`config.mk`:
```
export PLATFORM = sky130hd
export DESIGN_NAME = radix_digit_converter_unit
export DESIGN_NICKNAME = d
export VERILOG_FILES = /design/src/rtl/rdc_pkg.sv /design/src/rtl/rdc_ctrl.sv /design/src/rtl/rdc_dpath.sv /design/src/rtl/radix_digit_converter_unit.sv
export SDC_FILE = /design/constraint.sdc
export NUM_CORES = 1
export LEC_CHECK = 0
export BUFFER_PORTS_ARGS = -buffer_cell sky130_fd_sc_hd__buf_2
export CORE_MARGIN = 5
export CORE_UTILIZATION = 50
export CTS_CLUSTER_DIAMETER = 150
export CTS_CLUSTER_SIZE = 14
export DETAILED_ROUTE_END_ITERATION = 10
export GPL_TIMING_DRIVEN = 0
export PLACE_DENSITY = 0.78
export SLEW_MARGIN = 10
export SYNTH_ARGS = -nofsm -noshare
export SYNTH_HDL_FRONTEND = slang
export SYNTH_HIERARCHICAL = 1
export SYNTH_SLANG_ARGS = --single-unit
export TNS_END_PERCENT = 30
```
`constraint.sdc`:
```
create_clock -name clk -period 8.5 [get_ports clk]
set_input_delay 0.425 -clock clk [delete_from_list [all_inputs] [get_ports clk]]
set_output_delay 0.425 -clock clk [all_outputs]
set_load 0.02 [all_outputs]
```
`src/rtl/rdc_pkg.sv`:
```
package rdc_pkg;

	localparam int unsigned NUM_W       = 32;
	localparam int unsigned CHAR_W      = 8;
	localparam int unsigned DIG_W       = 4;
	localparam int unsigned MAX_RADIX   = 16;
	localparam int unsigned DIGIT_SLOTS = 32;
	localparam int unsigned CNT_W       = 5;
	localparam int unsigned CFG_DATA_W  = 64;
	localparam int unsigned CFG_IDX_W   = 2;
	localparam int unsigned SLOT_W      = $clog2(DIGIT_SLOTS);
	localparam int unsigned STEP_W      = $clog2(NUM_W);

	// Register indexes of the configuration port.
	localparam logic [CFG_IDX_W-1:0] CFG_DIGIT_COUNT  = 2'd0;
	localparam logic [CFG_IDX_W-1:0] CFG_DIGITS_FIRST = 2'd1;
	localparam logic [CFG_IDX_W-1:0] CFG_DIGITS_LAST  = 2'd2;

	localparam logic [CHAR_W-1:0] CH_MINUS = 8'h2D;
	localparam logic [CHAR_W-1:0] CH_PLUS  = 8'h2B;
	localparam logic [CHAR_W-1:0] CH_TAB   = 8'h09;
	localparam logic [CHAR_W-1:0] CH_LF    = 8'h0A;
	localparam logic [CHAR_W-1:0] CH_VT    = 8'h0B;
	localparam logic [CHAR_W-1:0] CH_FF    = 8'h0C;
	localparam logic [CHAR_W-1:0] CH_CR    = 8'h0D;
	localparam logic [CHAR_W-1:0] CH_SPACE = 8'h20;
	localparam logic [CHAR_W-1:0] CH_NUL   = 8'h00;

	// Commands from the controller to the datapath.
	typedef struct packed {
		logic load;        // take in a new number
		logic step;        // one restoring division step
		logic store;       // write the remainder digit and restart the division
		logic emit_sign;   // put the minus sign into the output register
		logic rd;          // read the digit store at the current index
		logic emit_digit;  // put the alphabet character of the read digit out
	} rdc_cmd_t;

	// Status from the datapath to the controller.
	typedef struct packed {
		logic alph_ok;
		logic div_last;
		logic quot_zero;
		logic neg;
		logic out_free;
		logic idx_zero;
	} rdc_stat_t;

	function automatic logic forbidden_char(input logic [CHAR_W-1:0] c);
		return (c == CH_MINUS) || (c == CH_PLUS) || (c == CH_TAB) || (c == CH_LF) ||
		       (c == CH_VT) || (c == CH_FF) || (c == CH_CR) || (c == CH_SPACE) ||
		       (c == CH_NUL);
	endfunction

endpackage

```
`src/rtl/rdc_ctrl.sv`:
```
module rdc_ctrl
	import rdc_pkg::*;
(
	input  logic      clk,
	input  logic      arst_n,
	input  logic      in_valid,
	output logic      in_stall,
	input  rdc_stat_t stat,
	output rdc_cmd_t  cmd
);

	typedef enum logic [5:0] {
		S_IDLE  = 6'b000001,
		S_DIV   = 6'b000010,
		S_STORE = 6'b000100,
		S_SIGN  = 6'b001000,
		S_RD    = 6'b010000,
		S_EMIT  = 6'b100000
	} state_t;

	state_t state_q, state_d;

	assign in_stall = (state_q != S_IDLE);

	always_comb begin
		state_d = state_q;
		cmd     = '0;
		unique case (state_q)
			S_IDLE: begin
				// A word met with an unusable alphabet is taken and dropped.
				if (in_valid && stat.alph_ok) begin
					cmd.load = 1'b1;
					state_d  = S_DIV;
				end
			end
			S_DIV: begin
				cmd.step = 1'b1;
				if (stat.div_last) begin
					state_d = S_STORE;
				end
			end
			S_STORE: begin
				cmd.store = 1'b1;
				if (!stat.quot_zero) begin
					state_d = S_DIV;
				end else if (stat.neg) begin
					state_d = S_SIGN;
				end else begin
					state_d = S_RD;
				end
			end
			S_SIGN: begin
				if (stat.out_free) begin
					cmd.emit_sign = 1'b1;
					state_d       = S_RD;
				end
			end
			S_RD: begin
				cmd.rd  = 1'b1;
				state_d = S_EMIT;
			end
			S_EMIT: begin
				if (stat.out_free) begin
					cmd.emit_digit = 1'b1;
					state_d        = stat.idx_zero ? S_IDLE : S_RD;
				end
			end
			default: state_d = S_IDLE;
		endcase
	end

	always_ff @(posedge clk or negedge arst_n) begin
		if (!arst_n) begin
			state_q <= S_IDLE;
		end else begin
			state_q <= state_d;
		end
	end

endmodule

```
`src/rtl/rdc_dpath.sv`:
```
module rdc_dpath
	import rdc_pkg::*;
(
	input  logic                     clk,
	input  logic                     arst_n,
	input  logic                     cfg_we,
	input  logic [CFG_IDX_W-1:0]     cfg_index,
	input  logic [CFG_DATA_W-1:0]    cfg_data,
	input  logic signed [NUM_W-1:0]  number,
	output logic [CHAR_W-1:0]        character,
	output logic                     last_char,
	output logic                     out_valid,
	input  logic                     out_stall,
	input  rdc_cmd_t                 cmd,
	output rdc_stat_t                stat
);

	logic [CNT_W-1:0]      count_q;
	logic [CFG_DATA_W-1:0] first_q;
	logic [CFG_DATA_W-1:0] last_q;

	logic [NUM_W-1:0]  quot_q;
	logic [DIG_W-1:0]  rem_q;
	logic [STEP_W-1:0] step_q;
	logic              neg_q;
	logic [SLOT_W:0]   fill_q;
	logic [SLOT_W-1:0] idx_q;
	logic [DIG_W-1:0]  rd_q;
	logic              out_valid_q;
	logic [CHAR_W-1:0] char_q;
	logic              last_char_q;

	logic [DIG_W-1:0] store_mem [DIGIT_SLOTS];

	logic [CHAR_W-1:0] alph [MAX_RADIX];
	logic [MAX_RADIX-1:0] in_use;
	logic               bad;
	logic [NUM_W-1:0]   mag;
	logic [DIG_W:0]     rem_sh;
	logic [DIG_W:0]     rem_sub;
	logic               take;
	logic               out_free;

	always_ff @(posedge clk or negedge arst_n) begin
		if (!arst_n) begin
			count_q <= '0;
			first_q <= '0;
			last_q  <= '0;
		end else if (cfg_we) begin
			unique case (cfg_index)
				CFG_DIGIT_COUNT:  count_q <= cfg_data[CNT_W-1:0];
				CFG_DIGITS_FIRST: first_q <= cfg_data;
				CFG_DIGITS_LAST:  last_q  <= cfg_data;
				default: ;
			endcase
		end
	end

	// Alphabet check: radix two to sixteen, each character in use allowed and unique.
	always_comb begin
		bad = (count_q < CNT_W'(2)) || (count_q > CNT_W'(MAX_RADIX));
		for (int i = 0; i < MAX_RADIX; i++) begin
			if (i < 8) begin
				alph[i] = first_q[i*CHAR_W +: CHAR_W];
			end else begin
				alph[i] = last_q[(i-8)*CHAR_W +: CHAR_W];
			end
			in_use[i] = (CNT_W'(i) < count_q);
		end
		for (int i = 0; i < MAX_RADIX; i++) begin
			if (in_use[i] && forbidden_char(alph[i])) begin
				bad = 1'b1;
			end
			for (int j = i + 1; j < MAX_RADIX; j++) begin
				if (in_use[j] && (alph[i] == alph[j])) begin
					bad = 1'b1;
				end
			end
		end
	end

	assign mag     = number[NUM_W-1] ? (NUM_W'(0) - unsigned'(number)) : unsigned'(number);
	assign rem_sh  = {rem_q, quot_q[NUM_W-1]};
	assign take    = (rem_sh >= count_q);
	assign rem_sub = rem_sh - count_q;

	// Division state: one quotient bit per step, remainder stays below the radix.
	always_ff @(posedge clk) begin
		if (cmd.load) begin
			quot_q <= mag;
			rem_q  <= '0;
			step_q <= '0;
			neg_q  <= number[NUM_W-1];
			fill_q <= '0;
		end else if (cmd.step) begin
			quot_q <= {quot_q[NUM_W-2:0], take};
			rem_q  <= take ? rem_sub[DIG_W-1:0] : rem_sh[DIG_W-1:0];
			step_q <= step_q + STEP_W'(1);
		end else if (cmd.store) begin
			rem_q  <= '0;
			step_q <= '0;
			fill_q <= fill_q + (SLOT_W+1)'(1);
			idx_q  <= fill_q[SLOT_W-1:0];
		end else if (cmd.emit_digit) begin
			idx_q  <= idx_q - SLOT_W'(1);
		end
	end

	always_ff @(posedge clk) begin
		if (cmd.store) begin
			store_mem[fill_q[SLOT_W-1:0]] <= rem_q;
		end
		if (cmd.rd) begin
			rd_q <= store_mem[idx_q];
		end
	end

	assign out_free = !out_valid_q || !out_stall;

	always_ff @(posedge clk or negedge arst_n) begin
		if (!arst_n) begin
			out_valid_q <= 1'b0;
		end else if (cmd.emit_sign || cmd.emit_digit) begin
			out_valid_q <= 1'b1;
		end else if (!out_stall) begin
			out_valid_q <= 1'b0;
		end
	end

	always_ff @(posedge clk) begin
		if (cmd.emit_sign) begin
			char_q      <= CH_MINUS;
			last_char_q <= 1'b0;
		end else if (cmd.emit_digit) begin
			char_q      <= alph[rd_q];
			last_char_q <= (idx_q == '0);
		end
	end

	assign out_valid = out_valid_q;
	assign character = char_q;
	assign last_char = last_char_q;

	assign stat.alph_ok   = !bad;
	assign stat.div_last  = (step_q == STEP_W'(NUM_W - 1));
	assign stat.quot_zero = (quot_q == '0);
	assign stat.neg       = neg_q;
	assign stat.out_free  = out_free;
	assign stat.idx_zero  = (idx_q == '0);

endmodule

```
`src/rtl/radix_digit_converter_unit.sv`:
```
// Integer to radix text converter.
// The input channel (in_valid, in_stall, number) takes one signed 32-bit word.
// The output channel (out_valid, out_stall, character, last_char) returns its
// text one character per word, most significant digit first, led by a minus
// sign for negative numbers; last_char marks the final character. The most
// negative number prints its full magnitude.
// The radix is digit_count, and the alphabet sits in two 64-bit registers,
// character 0 in the low byte. Write them through cfg_we, cfg_index and
// cfg_data only while the block is idle. If the alphabet is shorter than two,
// longer than sixteen, holds a sign, whitespace or zero byte, or repeats a
// character, an input word is taken and produces nothing.
// Each digit passes through the bit-serial divider in 32 shift and subtract
// steps plus one store; then every character is read from the digit store and
// registered into the output register. in_stall stays high until the last
// character has been handed to the output register. A stalled receiver simply
// holds the current character and pauses the read-back. Reset empties the output
// register, returns the controller to idle and clears all three registers.
module radix_digit_converter_unit
	import rdc_pkg::*;
(
	input  logic                    clk,
	input  logic                    arst_n,
	input  logic                    cfg_we,
	input  logic [CFG_IDX_W-1:0]    cfg_index,
	input  logic [CFG_DATA_W-1:0]   cfg_data,
	input  logic                    in_valid,
	output logic                    in_stall,
	input  logic signed [NUM_W-1:0] number,
	output logic                    out_valid,
	input  logic                    out_stall,
	output logic [CHAR_W-1:0]       character,
	output logic                    last_char
);

	rdc_cmd_t  cmd;
	rdc_stat_t stat;

	// The controller sequences load, division, digit store and read-back.
	rdc_ctrl u_ctrl (
		.clk      (clk),
		.arst_n   (arst_n),
		.in_valid (in_valid),
		.in_stall (in_stall),
		.stat     (stat),
		.cmd      (cmd)
	);

	// The datapath holds the configuration, divider, digit store and output register.
	rdc_dpath u_dpath (
		.clk       (clk),
		.arst_n    (arst_n),
		.cfg_we    (cfg_we),
		.cfg_index (cfg_index),
		.cfg_data  (cfg_data),
		.number    (number),
		.character (character),
		.last_char (last_char),
		.out_valid (out_valid),
		.out_stall (out_stall),
		.cmd       (cmd),
		.stat      (stat)
	);

endmodule
```
* After elaboration in Yosys (flattened, before gate mapping)
Memory sizes are Yosys's and may differ from the RTL's. A register that Yosys moved wholly into a read port is not among the register bits.
Index checks and enable logic that the tools add are counted.
** Storage, ports and cells
- Word-level logic and storage cells :: 773
- Bits in registers :: 202
- Bits in writable memories :: 128
- Memories :: 1
- Output and inout bits :: 11
- Input port bits :: 103
** Operators by class
- Multiplexer cells :: 169
- $add $sub $neg :: 5
- Reductions and logical operators :: 299
- $lt $le $gt $ge :: 20
- Bitwise gates (word level) :: 3
- Equality and inequality tests :: 263
** Memory list
- u_dpath.store_mem :: words 32, bits a word 4, rd ports 1, clocked after Yosys merged registers in 1, write ports 1, line rdc_dpath.sv:33 : logic [DIG_W-1:0] store_mem [DIGIT_SLOTS];
** Operators by type and width (count)
- 8-bit equality test :: 120
- 8-bit by 4-bit equality test with 1-bit output (second input constant) :: 80
- 8-bit by 6-bit equality test with 1-bit output (second input constant) :: 48
- 1-bit two-way mux :: 148
- 1-bit logical AND :: 137
- 1-bit logical OR :: 131
- 8-bit zero test :: 16
- 32-bit two-way mux :: 3
- 4-bit by 5-bit < comparator with 1-bit output (first input constant) :: 8
- 6-bit case mux with 6 select lines :: 1
- 5-bit two-way mux :: 7
- 8-bit binary-select mux with 4-bit select :: 1
- 32-bit zero test :: 1
- 1-bit by 32-bit subtractor with 32-bit output (first input constant) :: 1
- 6-bit two-way mux :: 4
- 3-bit by 5-bit < comparator with 1-bit output (first input constant) :: 4
- 8-bit two-way mux :: 2
- 4-bit two-way mux :: 3
- 1-bit by 5-bit < comparator with 1-bit output (first input constant) :: 2
- 2-bit by 5-bit < comparator with 1-bit output (first input constant) :: 2
- 2-bit by 1-bit inequality test with 1-bit output (second input constant) :: 4
- 2-bit AND reduction :: 4
- 6-bit by 1-bit adder with 6-bit output (second input constant) :: 1
- 6-bit by 1-bit equality test with 1-bit output (second input constant) :: 1
- other kinds (25) :: 30

* Depth between registers and ports, before layout
- Depth after elaboration :: 152
- Gate-level depth with buffers :: 15

* Hierarchy
Netlist, hierarchy kept.
** Modules (own cells, without submodules)
- rdc_dpath :: times used 1, cells each 2686, area an instance 27172.3 um^2, seq. area each 8918.6 um^2
- rdc_ctrl :: times used 1, cells each 48, area an instance 410.4 um^2, seq. area each 151.4 um^2

* Worst setup path after synthesis
No wires, ideal clock.
- Kind :: flip-flop to flip-flop
- From :: register u_dpath.count_q[4]
- To :: register u_dpath.idx_q[0] (enable)
- Path slack :: 4776 ps
- Data arrival time :: 3430 ps
- Period minus slack after synthesis :: 3724 ps
- Path buffers :: 3
- Required time :: 8206 ps
- Setup time :: 294 ps
- Cell stages (with the launch flop) :: 15
- Cell sequence :: dfrtp_1 > clkbuf_1 > or2_2 > clkbuf_1 > a31oi_1 > or4_1 > o22ai_1 > a311o_1 > nor4_1 > nand4_1 > nor4_1 > and3_1 > buf_2 > or2_2 > nor2_1
** RTL lines
- start: declaration :: line rdc_dpath.sv:18 : logic [CNT_W-1:0] count_q;
- start signal: assignment :: line rdc_dpath.sv:51 : CFG_DIGIT_COUNT: count_q <= cfg_data[CNT_W-1:0];
- end signal: assignment :: line rdc_dpath.sv:103 : idx_q <= fill_q[SLOT_W-1:0];
- end signal: assignment :: line rdc_dpath.sv:105 : idx_q <= idx_q - SLOT_W'(1);
- end: declaration :: line rdc_dpath.sv:27 : logic [SLOT_W-1:0] idx_q;

==> results.ini <==
[status]
status=finished with violations
violations=max-capacitance violations, max-slew violations

[logic_synthesis]
synth_compound_area_frac=0.0505
synth_top_area_share=0.185
ys_ff_latch=333
ys_warn_count=6
async_flop_share=0.420
synth_most_common_cell=xor2_1
synthSimpleGateAreaFrac=0.118
synth_xor_area_frac=0.323
synth_edf_count=170
synth_fa_ha_area_frac=0.00708
synth_top_cells_by_count=xor2_1, xnor2_1, clkbuf_1
syn_inst=2734
synth_nets=2852
synth_top_family_by_area=XOR/XNOR gates
synthTopCellsByArea=edfxtp_1, xor2_1, xnor2_1
synthMuxAreaShare=0.125
synth.avg_cell_area_um2=10.1
synth_cell_types=68
ys_seq_area_frac=0.329
synth_top_area_cell=edfxtp_1
syn_area_mm2=0.0276
ys.flop_type=edfxtp_1

[placed_design]
portBuffers=113
hpwl_um=85700
place_area_mm2=0.0291
gp_congestion=1.09

[global_routing]
antenna_found_initial=3
grt.total_usage=0.403
top_usage_layer=met2
grt_pass1_wl_um=174000
overflow=0
grt_pass1_vias=23300
grtUsageMet3=0.138
grt_util_met1=0.523
grt_util_met2=0.572
grt_max_degree=84

[final_layout]
areaGrowthSynthToFinish_pct=8.51
nNetsFinal=2998
drive_gt1_frac=0.143
fillers=4836
final_area_mm2=0.0299
multi_input_area_mm2=0.0172
seq_area_mm2=0.00907

[power]
ir_drop_mv=0.213
pwr_density_cell_mw_per_mm2=262
leakagePower_nw=10.4

[sta]
worst_slew_pin_slew_ns=1.51
fmax_mhz=142
finalSetupViolCount=0
fin_skew_ns=0.0440
period_needed_ns=7.05
hold_viol=0
slew_viol_final=10
setup_tns_ns=0
post-route-period-util=0.830
slew-limit-headroom=-0.00558
rsz0062_at_grt=no

[cts]
clock_tree.root_cell=clkbuf_16
cts_sinks=333
clockBufferDepth=3
clk_pin_slew_worst_paths_ns=0.08
clk-insertion-delay-late_ns=0.63
cts_setup_buffers=0
cts_inserted_buffers=27
h-tree-depth=1
tritoncts=done

[critical_path]
arrival_ns=7.34
path_cells=clkbuf_1 -> buf_1 -> xnor2_1 -> nand4_1 -> nor3_1 -> nor4_1 -> nand3_1 -> nor3_1 -> nand4_1 -> nor4_1 -> and3_1 -> buf_2 -> or2_2 -> nor2_1
reg2reg_from=u_dpath/first_q[3]
crit_slowest_cell=nor4_1
endpoint_kind=flop
setup.worst_path.start=u_dpath/first_q[3]
crit_required_ns=8.79
cp_max_fo=33
path_class=reg -> reg
crit_path_max_incr_delay_ns=1.07
cp-start-kind=flop

[drt]
first_pass_iters=8
drc=0
avgRoutedWirePerCell_um=34.9
wirelength_um=126000
vias=24900
first_iter_violations=4282
viasPerCell=6.90
antenna_left=0

[floorplanning]
die-area_mm2=0.0600
die_y_um=245
initial_utilization=0.503
core_area_mm2=0.0549
io_pins=114
die_width_um=245
fp-row-count=86

[hold_path]
hold_class=in -> reg
worstHoldStart=cfg_data[23]

[flow_run]
maxCapViolations=1

-- report_power, final --
group | switching, mW | internal, mW
combinational | 2.91 | 1.54
sequential | 0.172 | 2.03
clock | 0.612 | 0.593
-- logic make-up (layout without fill, tap and decap cells) --
kind of cell               count (synthesis)  after routing
AOI/OAI and AO/OA                        215            215
xor gates and xnor gates                1016           1016
adders and majority gates                 15             15
buffers and inverters                    348            511
DFF                                      333            333
muxes                                    228            228
other                                      0              5
and+or+nand+nor                          579            579
-- cell usage in the layout, fill, tap and decap left out, types with 20 or more instances in the layout --
cell and instances:
nor2_1 121, o21ai_0 33, dfxtp_1 20, nand2_1 39, mux2_2 137, dfrtp_1 139
nor3_1 49, clkbuf_16 27, edfxtp_1 170, xnor2_1 506, clkbuf_1 252, buf_1 66
nor4_1 148, a21oi_1 81, xor2_1 510, mux4_2 80, nand4_1 133, buf_2 116
inv_1 24
-- final cells by class --
cell class                      count  area share
Clock inverter                      2    0.000836
Clock buffer                       44      0.0247
Multi-Input combinational cell   2053       0.575
Buffer                            324      0.0420
Antenna cell                        5    0.000418
Tap cell                          704      0.0294
Timing Repair Buffer              117      0.0215
Inverter                           24     0.00301
Sequential cell                   333       0.303
-- what timing repair did --
action	in CTS	in global routing
hold endpoints to repair	57	0
hold buffers	1	0
gates resized for setup	0	0
-- routing by layer --
metal / share of wire / wire [um] / up-vias
li1: - / - / 9871
met2: 0.40 / 50300 / 2327
met1: 0.36 / 45600 / 12000
met4: 0.091 / 11400 / 6
met3: 0.15 / 18400 / 662
met5: 0.00030 / 38 / -
-- worst max-delay path, delay by kind of cell (launching register included) --
kind	cells	cell delay [ns]
buffers and inverters	3	2.20
xor gates and xnor gates	1	0.19
DFF	1	0.33
and+or+nand+nor	10	3.95
-- worst paths after layout --
kind                                        end  cells past startpoint  slack (ns)
max                            u_dpath/idx_q[2]                     14        1.45
min in group asynchronous   u_dpath/first_q[11]                      2        0.30
max reg2reg                    u_dpath/idx_q[2]                     14        1.45
min reg2reg                u_dpath/character[1]                      2        0.50
max in group asynchronous     u_ctrl/state_q[0]                      3        7.30
min                         u_dpath/first_q[23]                      2        0.04
-- flip-flops by register name (all words and copies together) (netlist names) --
name / count
u_ctrl/state_q: 6
u_dpath/out_valid: 1
u_dpath/rem_q: 4
u_dpath/rd_q: 4
u_dpath/last_char: 1
u_dpath/quot_q: 32
u_dpath/first_q: 64
u_dpath/idx_q: 5
u_dpath/last_q: 64
u_dpath/step_q: 5
u_dpath/store_mem: 128
u_dpath/count_q: 5
u_dpath/character: 8
u_dpath/fill_q: 5
u_dpath/neg_q: 1
-- per-stage QoR --
step / instances / total power [mW] / util / hold slack, ns / setup WS, ns
finish: 3606 / 7.86 / 0.545 / 0.0370 / 1.45
global route: 3601 / 8.04 / 0.545 / 0.0456 / 1.72
CTS: 3600 / 7.60 / 0.545 / 0.0168 / 1.98
detailed placement: 3553 / 6.39 / 0.531 / 0.386 / 2.04
global placement: 3551 / 6.33 / 0.529 / 0.469 / 1.77
floorplan: 2734 / 5.03 / - / 0.129 / 4.78
(Power assumes the default switching activity.)
